`config.mk`:
```
export PLATFORM = sky130hd
export DESIGN_NAME = qnr_div
export DESIGN_NICKNAME = d
export VERILOG_FILES = /design/src/sv/assert_macros.svh /design/src/sv/qnr_div.sv
export SDC_FILE = /design/constraint.sdc
export NUM_CORES = 1
export LEC_CHECK = 0
export ABC_AREA = 1
export ABC_CLOCK_PERIOD_IN_PS = 2400
export BUFFER_PORTS_ARGS = -buffer_cell sky130_fd_sc_hd__buf_4
export CORE_UTILIZATION = 25
export CTS_BUF_LIST = sky130_fd_sc_hd__clkbuf_8
export DETAILED_ROUTE_END_ITERATION = 8
export PLACE_DENSITY_LB_ADDON = 0.05
export SYNTH_ARGS = -nofsm -noshare
export SYNTH_HDL_FRONTEND = slang
export SYNTH_SLANG_ARGS = --single-unit
```
`constraint.sdc`:
```
create_clock -name clk -period 2.4 [get_ports clk]
set_clock_uncertainty 0.1 [all_clocks]
set_input_delay 0.24 -clock clk [delete_from_list [all_inputs] [get_ports clk]]
set_output_delay 0.24 -clock clk [all_outputs]
set_load 0.005 [all_outputs]
```
`src/sv/assert_macros.svh`:
```
// Assertion helpers for the RTL.
`ifndef ASSERT_MACROS_SVH
`define ASSERT_MACROS_SVH
`define ASSERT_IMPL(lbl, clk, rstn, a, c) \
	lbl: assert property (@(posedge clk) disable iff (!rstn) (a) |-> (c)) else $error("assertion failed");
`define ASSERT_NEXT(lbl, clk, rstn, a, c) \
	lbl: assert property (@(posedge clk) disable iff (!rstn) (a) |=> (c)) else $error("assertion failed");
`endif

```
`src/sv/qnr_div.sv`:
```
`default_nettype none
module qnr_div #(
	parameter int DW = 32,
	parameter int FB = 16
) (
	input  wire             clk,
	input  wire             arst_n,
	input  wire             start,
	input  wire  [DW-1:0]   num_mag,
	input  wire  [DW-1:0]   den_mag,
	output logic            busy,
	output logic            done,
	output logic            over,
	output logic [DW+FB-1:0] quo
);
	localparam int NB = DW + FB;
	localparam int CW = $clog2(NB + 1);
	logic [NB-1:0] dvd_q;
	logic [DW:0]   rem_q;
	logic [DW-1:0] den_q;
	logic [CW-1:0] cnt_q;
	logic [DW:0]   trial;
	assign trial = {rem_q[DW-1:0], dvd_q[NB-1]};
	always_ff @(posedge clk or negedge arst_n) begin
		if (!arst_n) begin
			busy <= 1'b0;
			done <= 1'b0;
			cnt_q <= '0;
		end else begin
			done <= 1'b0;
			if (start) begin
				busy <= 1'b1;
				cnt_q <= CW'(NB);
			end else if (busy) begin
				cnt_q <= cnt_q - 1'b1;
				if (cnt_q == CW'(1)) begin
					busy <= 1'b0;
					done <= 1'b1;
				end
			end
		end
	end
	always_ff @(posedge clk) begin
		if (start) begin
			dvd_q <= {num_mag, {FB{1'b0}}};
			rem_q <= '0;
			den_q <= den_mag;
			quo <= '0;
		end else if (busy) begin
			dvd_q <= dvd_q << 1;
			quo <= quo << 1;
			if (trial >= {1'b0, den_q}) begin
				rem_q <= trial - {1'b0, den_q};
				quo[0] <= 1'b1;
			end else begin
				rem_q <= trial;
				quo[0] <= 1'b0;
			end
		end
	end
	assign over = |quo[NB-1:DW-1];
endmodule
`default_nettype wire
```
After elaboration in Yosys (flattened, before gate mapping)
Index checks and enable logic that the tools add are counted.

Bits in latches: 0. Bits in read-only memories: 0. Register bits: 152. RAM bits: 0. Memories: 0. Bits of input ports: 67. Output and inout bits: 51. Word-level logic and storage cells: 25.

Multipliers: 0. Bitwise operators: 0. Reductions and logical operators: 2. Multiplexer cells: 12. Shifts and indexed selects: 0. $add $sub $neg: 2. $lt $le $gt $ge: 1. Divide/modulo/power cells: 0. Eq/ne operators: 1.

Operator list (number): $mux W48 (2); $ge A33 B32 Y1 (1); $mux W32 (1); $sub A32 B32 Y32 (1); $reduce_or A17 Y1 (1); $mux W6 (2); $mux W1 (7); $eq A6 B1 Y1 const B (1); $sub A6 B1 Y6 const B (1); $reduce_bool A2 Y1 (1).

Depth between registers and ports, before layout
Gate-level depths: netlist (run 1).

Depth after elaboration: 4. Mapped depth: 16. Gate-level depth less buffers: 16.

Worst setup path after synthesis (run 1)
No wires, ideal clock.

Kind: input to register. Start: in start. End: reg dvd_q[16], enable pin. Buffers on the path: 2. Data required time: 1.891 ns. Library setup time: 0.409 ns. Stages: 4. Data arrival time: 1.845 ns. Setup slack: 0.045 ns. Path through: clkbuf_1 > nor2_1 > inv_2 > clkbuf_1.

Cells in the longest elaborated chain, start to end: 1.

Ends and longest elaborated chain: start, declared (RTL line qnr_div.sv:8) `input wire start,`; $reduce_bool A2 Y1 (no source line); end signal, assigned (RTL line qnr_div.sv:45) `dvd_q <= {num_mag, {FB{1'b0}}};`; end signal, assigned (RTL line qnr_div.sv:50) `dvd_q <= dvd_q << 1;`; end, declared (RTL line qnr_div.sv:18) `logic [NB-1:0] dvd_q;`.

Every way passes these cells. A chain may end at the register's enable or synchronous reset.

Worst setup path after layout (run 1)
Start: reg den_q[13]. End: reg rem_q[26].

Cells in the longest elaborated chain, start to end: 2. Elaborated cells between the ends (all ways): 3. Classes of those cells: add/sub (1); order compare (1); mux (1).

Ends and longest elaborated chain: start, declared (RTL line qnr_div.sv:20) `logic [DW-1:0] den_q;`; start signal, assigned (RTL line qnr_div.sv:47) `den_q <= den_mag;`; $sub A32 B32 Y32 / $ge A33 B32 Y1 (equally long branches) (RTL line qnr_div.sv:53, qnr_div.sv:52); $mux W32 * (RTL line qnr_div.sv:52) `if (trial >= {1'b0, den_q}) begin`; end signal, assigned (RTL line qnr_div.sv:53) `rem_q <= trial - {1'b0, den_q};`; end signal, assigned (RTL line qnr_div.sv:56) `rem_q <= trial;`; end, declared (RTL line qnr_div.sv:19) `logic [DW:0] rem_q;`.

Mark *: on every way between the ends. The rest lies on a longest branch, timed or not.

==> results.toml, run 1 <==
[detailed_routing]
postRouteAntennaNets = 0
routed_wl_um = 24310
vias = 7477
wl_per_cell_um = 13.81
drtIter0Drc = 324
drc = 0
via_per_inst = 4.248
first_pass_iters = 4

[pwr]
power.density_nw_per_um2 = 531.5
vdd_drop_max_mv = 0.3218
p_leak_nw = 5.367

[cells_and_area]
n_antenna_cell = 0
layout.filler_cells = 3520
area_delta_synth_final_pct = 36.21
postLayoutCellArea_um2 = 11140
multi_input_area_um2 = 3866
nets = 1414
drive_above_1_share_pct = 17.66
register_area_um2 = 3724

[global_route]
grtUsageTotal_pct = 14.92
grt_pass1_wl_um = 39010
grt_max_degree = 50
grt_pass1_vias = 7442
antenna_found_initial = 0
gr-total-overflow = 0

[critical_path]
start_kind = "flip-flop"
path_max_fanout = 10
required_ps = 2670
critical_path_arrival_ps = 2540
criticalPathCategory = "flip-flop to flip-flop"
end_kind = "flip-flop"

[sta]
slew_viol_final = 0
whs_ps = 374.0
min_period_ps = 2266
slew_headroom_pct = 64.01
hold_viol_final = 0
finalCritPeriodShare_pct = 94.41
worst_pin_slew_ps = 539.9
setup_viol = 0
max_freq_ghz = 0.4413

[synth]
netlist_top_cells_count = "nand2_1 (429), inv_1 (183), dfxtp_1 (80)"
ys_types = 37
ys_ff_latch = 152
synth_top_area_cell = "edfxtp_1"
netlist_area_um2 = 8175
async_flop_share_pct = 5.263
ys.warnings.count = 0
yosys_most_used_dff = "dfxtp_1"
synth.avg_cell_area_um2 = 7.385
synth.most_common_cell = "nand2_1"
synth_nets = 1209
synth_area_leaders = "edfxtp_1 (24%), nand2_1 (20%), dfxtp_1 (20%)"
synth_top_area_share_pct = 23.51
syn_inst = 1107
synth-edff-count = 64
ys_seq_area_share_pct = 45.55

[outcome]
outcome = "completed"

[clock_network]
cts_buffers = 17
clk_pin_slew_ps = 110
cts_tree = "built"
clock_sinks = 152
h-tree-depth = 4
clock_latency_ps = 480
cts-root-buf = "clkbuf_8"
cts_buffer_depth = 2

[worst_hold_path]
hp-class = "primary input to flip-flop"

[placed_design]
numPortBuffers = 117
globalplace.congestion = 0.8847
hpwl_um = 17720
post_dp_cell_area_um2 = 9721

[floorplan]
io-pin-count = 118
core_um2 = 31880
die_h_um = 182.8
die_w_um = 182.8
start_util_pct = 25.64
rows = 65
die_area_um2 = 33430

[run]
drv_cap = 0
-- placed cells by master (no fill, tap or decap), types with 10 or more instances in the layout --
cell           Yosys  layout
clkbuf_8           0      17
buf_4              2     142
nand2_1          429     419
inv_1            183     183
xnor2_1           13      13
dlygate4sd3_1      0      67
ha_1              34      19
nor2_2             1      10
nor2_1            55      45
o22ai_1           47      47
dfxtp_1           80      80
nand3b_1          29      29
edfxtp_1          64      64
a21oi_1           21      19
nand2_2            2      11
ha_4               0      13
nand3_1           65      64
-- sequential cells by signal, summed over array words and instances (netlist names) --
signal,cells
cnt_q,6
done,1
quo,48
busy,1
dvd_q,32
den_q,32
rem_q,32
-- final timing paths --
path                                  end  slack, ps         from  depth (start not counted)
worst max register to register  rem_q[26]        130    den_q[13]                         14
worst max-delay path            rem_q[26]        130    den_q[13]                         14
worst min register to register  rem_q[12]        380    rem_q[12]                          2
max in group asynchronous            busy       1270       arst_n                          3
min in group asynchronous        cnt_q[3]        650       arst_n                          3
worst min-delay path            den_q[12]        370  den_mag[12]                          2
-- cell families after synthesis --
logic type,count (synthesis),synth area share (%)
AOI/OAI and AO/OA,84,6.229
xor gates and xnor gates,14,1.500
adders and majority gates,35,5.448
buffers and inverters,217,10.21
DFF,152,45.55
and+or+nand+nor,605,31.07
-- metal layers --
| metal | share of wire, % | GRT usage, % | wire [µm] | vias up |
|---|---|---|---|---|
| met5 | 0 | 0 | 0 | - |
| met4 | 1.7 | 4.500 | 407 | 0 |
| met3 | 3.7 | 3.137 | 897 | 27 |
| met2 | 46 | 24.47 | 11110 | 126 |
| met1 | 49 | 19.63 | 11900 | 3415 |
| li1 | - | - | - | 3909 |
-- critical path, stage by stage, from the launching register on --
cell      delay, ps
edfxtp_1        340
inv_1            50
ha_1            350
nand2_2         130
nor2_1          150
nand2_1          80
nor2_2          180
nand2_1         110
nand3_2         100
a21oi_4          90
nand2_4         140
buf_12          150
nand3_1          80
nand2_1          70
nand2_1          40
-- repair_timing --
action / CTS / global route
gates resized for setup: 2 / 46
setup endpoints to repair: 11 / 33
gates cloned: 0 / 0
hold buffers: 67 / 0
endpoints found under the hold margin: 73 / 0
buffers inserted: 0 / 2
pin swaps: 0 / 7
-- layout make-up --
| type | instances | area share, % |
|---|---|---|
| tap | 435 | 4.888 |
| clock buffer | 17 | 2.101 |
| inverter | 187 | 6.303 |
| timing repair buffer | 216 | 16.46 |
| multi-input combinational | 738 | 34.72 |
| sequential | 152 | 33.44 |
| clock inverter | 15 | 2.090 |
-- stage by stage --
| stage | cells | power (mW) | util, % | worst slack (ps) | setup TNS [ps] |
|---|---|---|---|---|---|
| finish | 1760 | 5.919 | 34.93 | 134.1 | 0 |
| detailed placement | 1659 | 3.500 | 30.49 | -32.82 | -231.3 |
| global route | 1760 | 6.229 | 34.93 | -5.014 | -13.96 |
| floorplan | 1107 | 3.256 | - | 45.34 | 0 |
| global placement | 1659 | 3.505 | 30.49 | -30.08 | -182.9 |
| CTS | 1758 | 5.999 | 34.07 | 12.34 | 0 |
-- report_power, final --
part           switching (mW)  leakage, nW  total (mW)  internal [mW]
combinational           0.372         3.73       0.707          0.335
sequential             0.0415         1.40        2.86           2.81
clock                    1.26        0.232        2.36           1.10
Note: power is estimated with default switching activity, not from simulation.
==> inputs of run 2 (changes only) <==
--- a/config.mk
+++ b/config.mk
@@ -8,6 +8,8 @@
 export ABC_AREA = 1
 export ABC_CLOCK_PERIOD_IN_PS = 2400
 export BUFFER_PORTS_ARGS = -buffer_cell sky130_fd_sc_hd__buf_4
+export CELL_PAD_IN_SITES_DETAIL_PLACEMENT = 1
+export CELL_PAD_IN_SITES_GLOBAL_PLACEMENT = 2
 export CORE_UTILIZATION = 25
 export CTS_BUF_LIST = sky130_fd_sc_hd__clkbuf_8
 export DETAILED_ROUTE_END_ITERATION = 8
==> run 2 against run 1 <==
Against the previous run: sequential share of layout area down 0.74 points; count of clock-buffer cells in the layout up 1; setup slack better by 36 ps; utilization up 0.79 points; via count up 1.6%; sequential power about the same; wire length up 9.3%; combinational power up 9.6%; non-clock buffer count up 7; hold slack worse by 300 ps; critical endpoint is now rem_q[3].
==> results.toml, run 2 (synthesized netlist as in run 1, its figures left out) <==
[critical_path]
path_max_fanout = 13
required_ps = 2680
end_kind = "flip-flop"
criticalPathCategory = "flip-flop to flip-flop"
critical_path_arrival_ps = 2510
start_kind = "flip-flop"
reg2reg_depth = 13

[cells_and_area]
n_antenna_cell = 0
postLayoutCellArea_um2 = 11390
largest_reg_flops = 48
layout_commonest_cell = "nand2_1"
nets = 1421
final_cells = 1767
layout_common_cells = "nand2_1 (400), inv_1 (184), buf_4 (150)"
regMostFlops = "quo"
layout.filler_cells = 3924
drive_above_1_share_pct = 20.50
area_delta_synth_final_pct = 39.30

[detailed_routing]
vias = 7595
drc = 0
drtIter0Drc = 293
routed_wl_um = 26580
wl_per_cell_um = 15.04
via_per_inst = 4.298
first_pass_iters = 4
postRouteAntennaNets = 0

[placed_design]
hpwl_um = 19600
globalplace.congestion = 0.7921
numPortBuffers = 117
post_dp_cell_area_um2 = 9786
dp_cells = 1666

[worst_hold_path]
hold_depth = 1
hp-class = "primary input to flip-flop"

[sta]
slew_headroom_pct = 59.82
hold_viol_final = 0
finalCritPeriodShare_pct = 92.91
slew_viol_final = 0
min_period_ps = 2230
max_freq_ghz = 0.4485
whs_ps = 74.43
worst_pin_slew_ps = 602.7
rsz0062_at_grt = "yes"
setup_viol = 0

[pwr]
design_power_total_mw = 5.945
power.density_nw_per_um2 = 522.0
vdd_drop_max_mv = 0.3192
p_leak_nw = 5.443

[global_route]
grt_pass1_vias = 8005
grt_max_degree = 82
antenna_found_initial = 0
grt_pass1_wl_um = 42230
grtUsageTotal_pct = 16.36
gr-total-overflow = 0

[run]
drv_cap = 0

[floorplan]
die_w_um = 182.8
die_h_um = 182.8
start_util_pct = 25.64
die_area_um2 = 33430
core_um2 = 31880
rows = 65
io-pin-count = 118

[clock_network]
cts_buffers = 17
clock_latency_ps = 490
cts_tree = "built"
h-tree-depth = 4
cts-root-buf = "clkbuf_8"
clk_pin_slew_ps = 100
clock_sinks = 152
cts_buffer_depth = 2

[outcome]
outcome = "completed"
## run 2: cell types whose count changed in the layout (fill, tap and decap cells not counted), sizes merged
cell and delta:
inv +2, clkbuf +2, buf +7, bufinv +1, dlygate4sd3 -1, clkinv -4
## run 2: report_power, final
part	leakage [nW]	internal (mW)	total, mW	switching, mW
logic	3.81	0.370	0.775	0.405
clock network	0.233	1.17	2.31	1.14
registers	1.40	2.81	2.86	0.0442
## run 2: worst paths after layout
| check | start | endpoint | slack (ps) |
|---|---|---|---|
| worst max register to register | den_q[20] | rem_q[3] | 170 |
| max in group asynchronous | arst_n | cnt_q[4] | 1260 |
| worst max-delay path | den_q[20] | rem_q[3] | 170 |
| worst min-delay path | start | den_q[9] | 70 |
| min in group asynchronous | arst_n | cnt_q[5] | 640 |
| worst min register to register | rem_q[13] | rem_q[13] | 380 |
## run 2: area by class of cell
class	instances	area (µm²)	share of cell area (%)
clock buffers	18	247.7	2.175
multi-input cells	738	4068	35.72
flip-flops and latches	152	3724	32.70
repair buffers	223	1909	16.77
inverters	187	701.9	6.163
clock inverters	14	193.9	1.703
well taps	435	544.3	4.779
## run 2: worst max-delay path, stage by stage, from the launching register on
cell	delay, ps
edfxtp_1	380
inv_1	100
ha_4	230
a21oi_4	180
nand2_1	110
nand2_1	80
nand2_1	70
nand2_1	60
nand2_1	70
a21oi_4	260
buf_6	220
nand3b_1	90
nand3_1	90
nand2_1	50
## run 2: metal layers
layer | routed length [µm] | vias to the layer above | track usage [%]
met3 | 872 | 12 | 3.634
met2 | 12900 | 86 | 28.26
li1 | - | 3918 | -
met1 | 12570 | 3579 | 20.61
met4 | 233 | 0 | 4.000
met5 | 0 | - | 0
## run 2: timing repair
action / 4_1_cts / 5_1_grt
resized for setup: 2 / 98
endpoints found under the setup margin: 33 / 33
pin swaps: 0 / 8
buffers inserted: 0 / 2
hold buffers: 66 / 0
gates cloned: 0 / 1
endpoints found under the hold margin: 72 / 0
## run 2: through the flow
step / utilization (%) / worst slack, ps / setup TNS, ps
5_1_grt: 35.72 / -1.186 / -1.186
3_5_place_dp: 30.69 / -46.60 / -681.4
4_1_cts: 34.18 / 6.176 / 0
2_1_floorplan: - / 45.34 / 0
3_3_place_gp: 30.69 / -94.95 / -518.4
6_report: 35.72 / 170.2 / 0
==> inputs of run 3 (changes only) <==
--- a/config.mk
+++ b/config.mk
@@ -12,8 +12,10 @@
 export CELL_PAD_IN_SITES_GLOBAL_PLACEMENT = 2
 export CORE_UTILIZATION = 25
 export CTS_BUF_LIST = sky130_fd_sc_hd__clkbuf_8
+export CTS_CLUSTER_SIZE = 25
 export DETAILED_ROUTE_END_ITERATION = 8
-export PLACE_DENSITY_LB_ADDON = 0.05
+export PLACE_DENSITY_LB_ADDON = 0.08
+export REMOVE_ABC_BUFFERS = 1
 export SYNTH_ARGS = -nofsm -noshare
 export SYNTH_HDL_FRONTEND = slang
 export SYNTH_SLANG_ARGS = --single-unit
==> run 3 against run 2 <==
Against the previous run: clock power is 7% lower; count of clock-buffer cells in the layout is 1 lower; cell area rose by 1.8%; first-iteration DRC count is 20% lower; sequential power about the same; sequential share of layout area is 0.59 points lower; utilization up 0.65 points; critical path depth grew 1; global-route usage increased by 0.47 points; power decreased by 2.5%.
==> results.toml, run 3 (synthesized netlist as in run 1, its figures left out) <==
[outcome]
outcome = "completed"

[cells_and_area]
layout_commonest_cell = "nand2_1"
fin_util_pct = 36.37
layout_common_cells = "nand2_1 (401), inv_1 (177), buf_4 (158)"
area_delta_synth_final_pct = 41.84
nets = 1432
postLayoutCellArea_um2 = 11600
drive_above_1_share_pct = 22.26
regMostFlops = "quo"
largest_reg_flops = 48
final_cells = 1779

[sta]
finalCritPeriodShare_pct = 94.93
max_freq_ghz = 0.4389
worst_pin_slew_ps = 870.5
slew_viol_final = 0
whs_ps = 208.0
hold_viol_final = 0
setup_viol = 0
setup_tns_ps = 0
slew_headroom_pct = 41.97
min_period_ps = 2278
layout_setup_ws_ps = 121.7

[critical_path]
startpoint = "rem_q[17]"
crit_family = "simple AND/OR/NAND/NOR gates"
regToRegEndpoint = "rem_q[18]"
criticalPathCategory = "flip-flop to flip-flop"
path_depth = 14
path_common_cell = "nand2_1"
slowest_delay_ps = 410
end_kind = "flip-flop"
crit_slowest_cell = "dfxtp_1"
path_max_fanout = 7
path_cells = "ha_4 > buf_4 > nand2_4 > nor2_2 > nand2_1 > nor2_2 > nand2_2 > nand3_4 > a21oi_4 > nand2_8 > buf_12 > nand2_1 > nand3_2 > nand2_1"
cp-endpoint = "rem_q[18]"
required_ps = 2740
reg2reg_depth = 14
rr_startpoint = "rem_q[17]"
critical_path_arrival_ps = 2610
crit_buf_inv = 2
r2r_slack_ps = 120
start_kind = "flip-flop"

[clock_network]
cts_tree = "built"
clk_pin_slew_ps = 100
cts_buffer_depth = 2
clock_latency_ps = 480
h-tree-depth = 4
cts_buffers = 17
cts-root-buf = "clkbuf_8"
clock_sinks = 152

[pwr]
p_leak_nw = 5.514
design_power_total_mw = 5.798
power.density_nw_per_um2 = 500.0
vdd_drop_max_mv = 0.3395

[global_route]
grt_pass1_vias = 8202
antenna_found_initial = 1
grt_pass1_wl_um = 43460
gr-total-overflow = 0
grt_max_degree = 69
grtUsageTotal_pct = 16.83

[detailed_routing]
first_pass_iters = 4
postRouteAntennaNets = 0
routed_wl_um = 27320
drtIter0Drc = 233
wl_per_cell_um = 15.36
via_per_inst = 4.309
vias = 7665
drc = 0

[placed_design]
globalplace.congestion = 0.8369
hpwl_um = 20070
dp_cells = 1670
numPortBuffers = 117
post_dp_cell_area_um2 = 9803
pre_cts_ws_ps = -84.00

[floorplan]
io-pin-count = 118
rows = 65
core_um2 = 31880
die_w_um = 182.8
start_util_pct = 25.64
die_h_um = 182.8
die_area_um2 = 33430

[worst_hold_path]
hp-class = "primary input to flip-flop"

[run]
drv_cap = 0
run 3: cell count changes in the layout (fill, tap and decap cells not counted), moves of 4 or more:
| cell | change |
|---|---|
| buf_4 | +8 |
| ha_2 | -4 |
| ha_4 | +7 |
| inv_1 | -7 |
| inv_2 | +5 |
| nand3_1 | -4 |
| nor2_2 | +6 |
run 3: worst min-delay path: cells and delay by family:
family                 cells  cell delay [ps]
AOI/OAI and AO/OA          1              110
and+or+nand+nor            2              270
buffers and inverters      1              110
run 3: layout make-up:
class / instances / area [µm²]
diodes: 1 / 2.502
multi-input cells: 738 / 4177
fillers: 3928 / 20280
clock inverters: 15 / 183.9
inverters: 187 / 701.9
well taps: 435 / 544.3
clock buffers: 17 / 234.0
flip-flops and latches: 152 / 3724
repair buffers: 234 / 2029
run 3: worst min path at each step:
stage,from,end,slack (ps),depth (start not counted)
final,start,quo[0],210,4
after global routing,start,quo[0],200,4
after CTS,start,rem_q[19],190,5
after detailed placement,arst_n,done,-30,1
after global placement,arst_n,busy,-30,1
after floorplan,arst_n,busy,-160,0
run 3: routing by layer:
layer	vias to the layer above	GRT usage, %	routed length, µm	share of wire [%]
li1	3939	-	-	-
met1	3609	21.56	13280	49
met2	97	27.98	12610	46
met3	20	4.627	1085	4.0
met4	0	4.000	344	1.3
met5	-	0	0	0
run 3: timing repair:
action                     4_1_cts  5_1_grt
cloned                           0        4
hold endpoints to repair        72        0
hold buffers                    66        0
pin swaps                        0       12
setup endpoints to repair        2       33
buffers inserted                 0        6
resized for setup                2      117
run 3: report_power, final:
group / total, mW / leakage (nW) / internal (mW) / switching (mW)
combinational: 0.792 / 3.90 / 0.383 / 0.410
sequential: 2.86 / 1.40 / 2.82 / 0.0456
clock: 2.15 / 0.212 / 0.970 / 1.17
total: 5.80 / 5.51 / 4.17 / 1.63
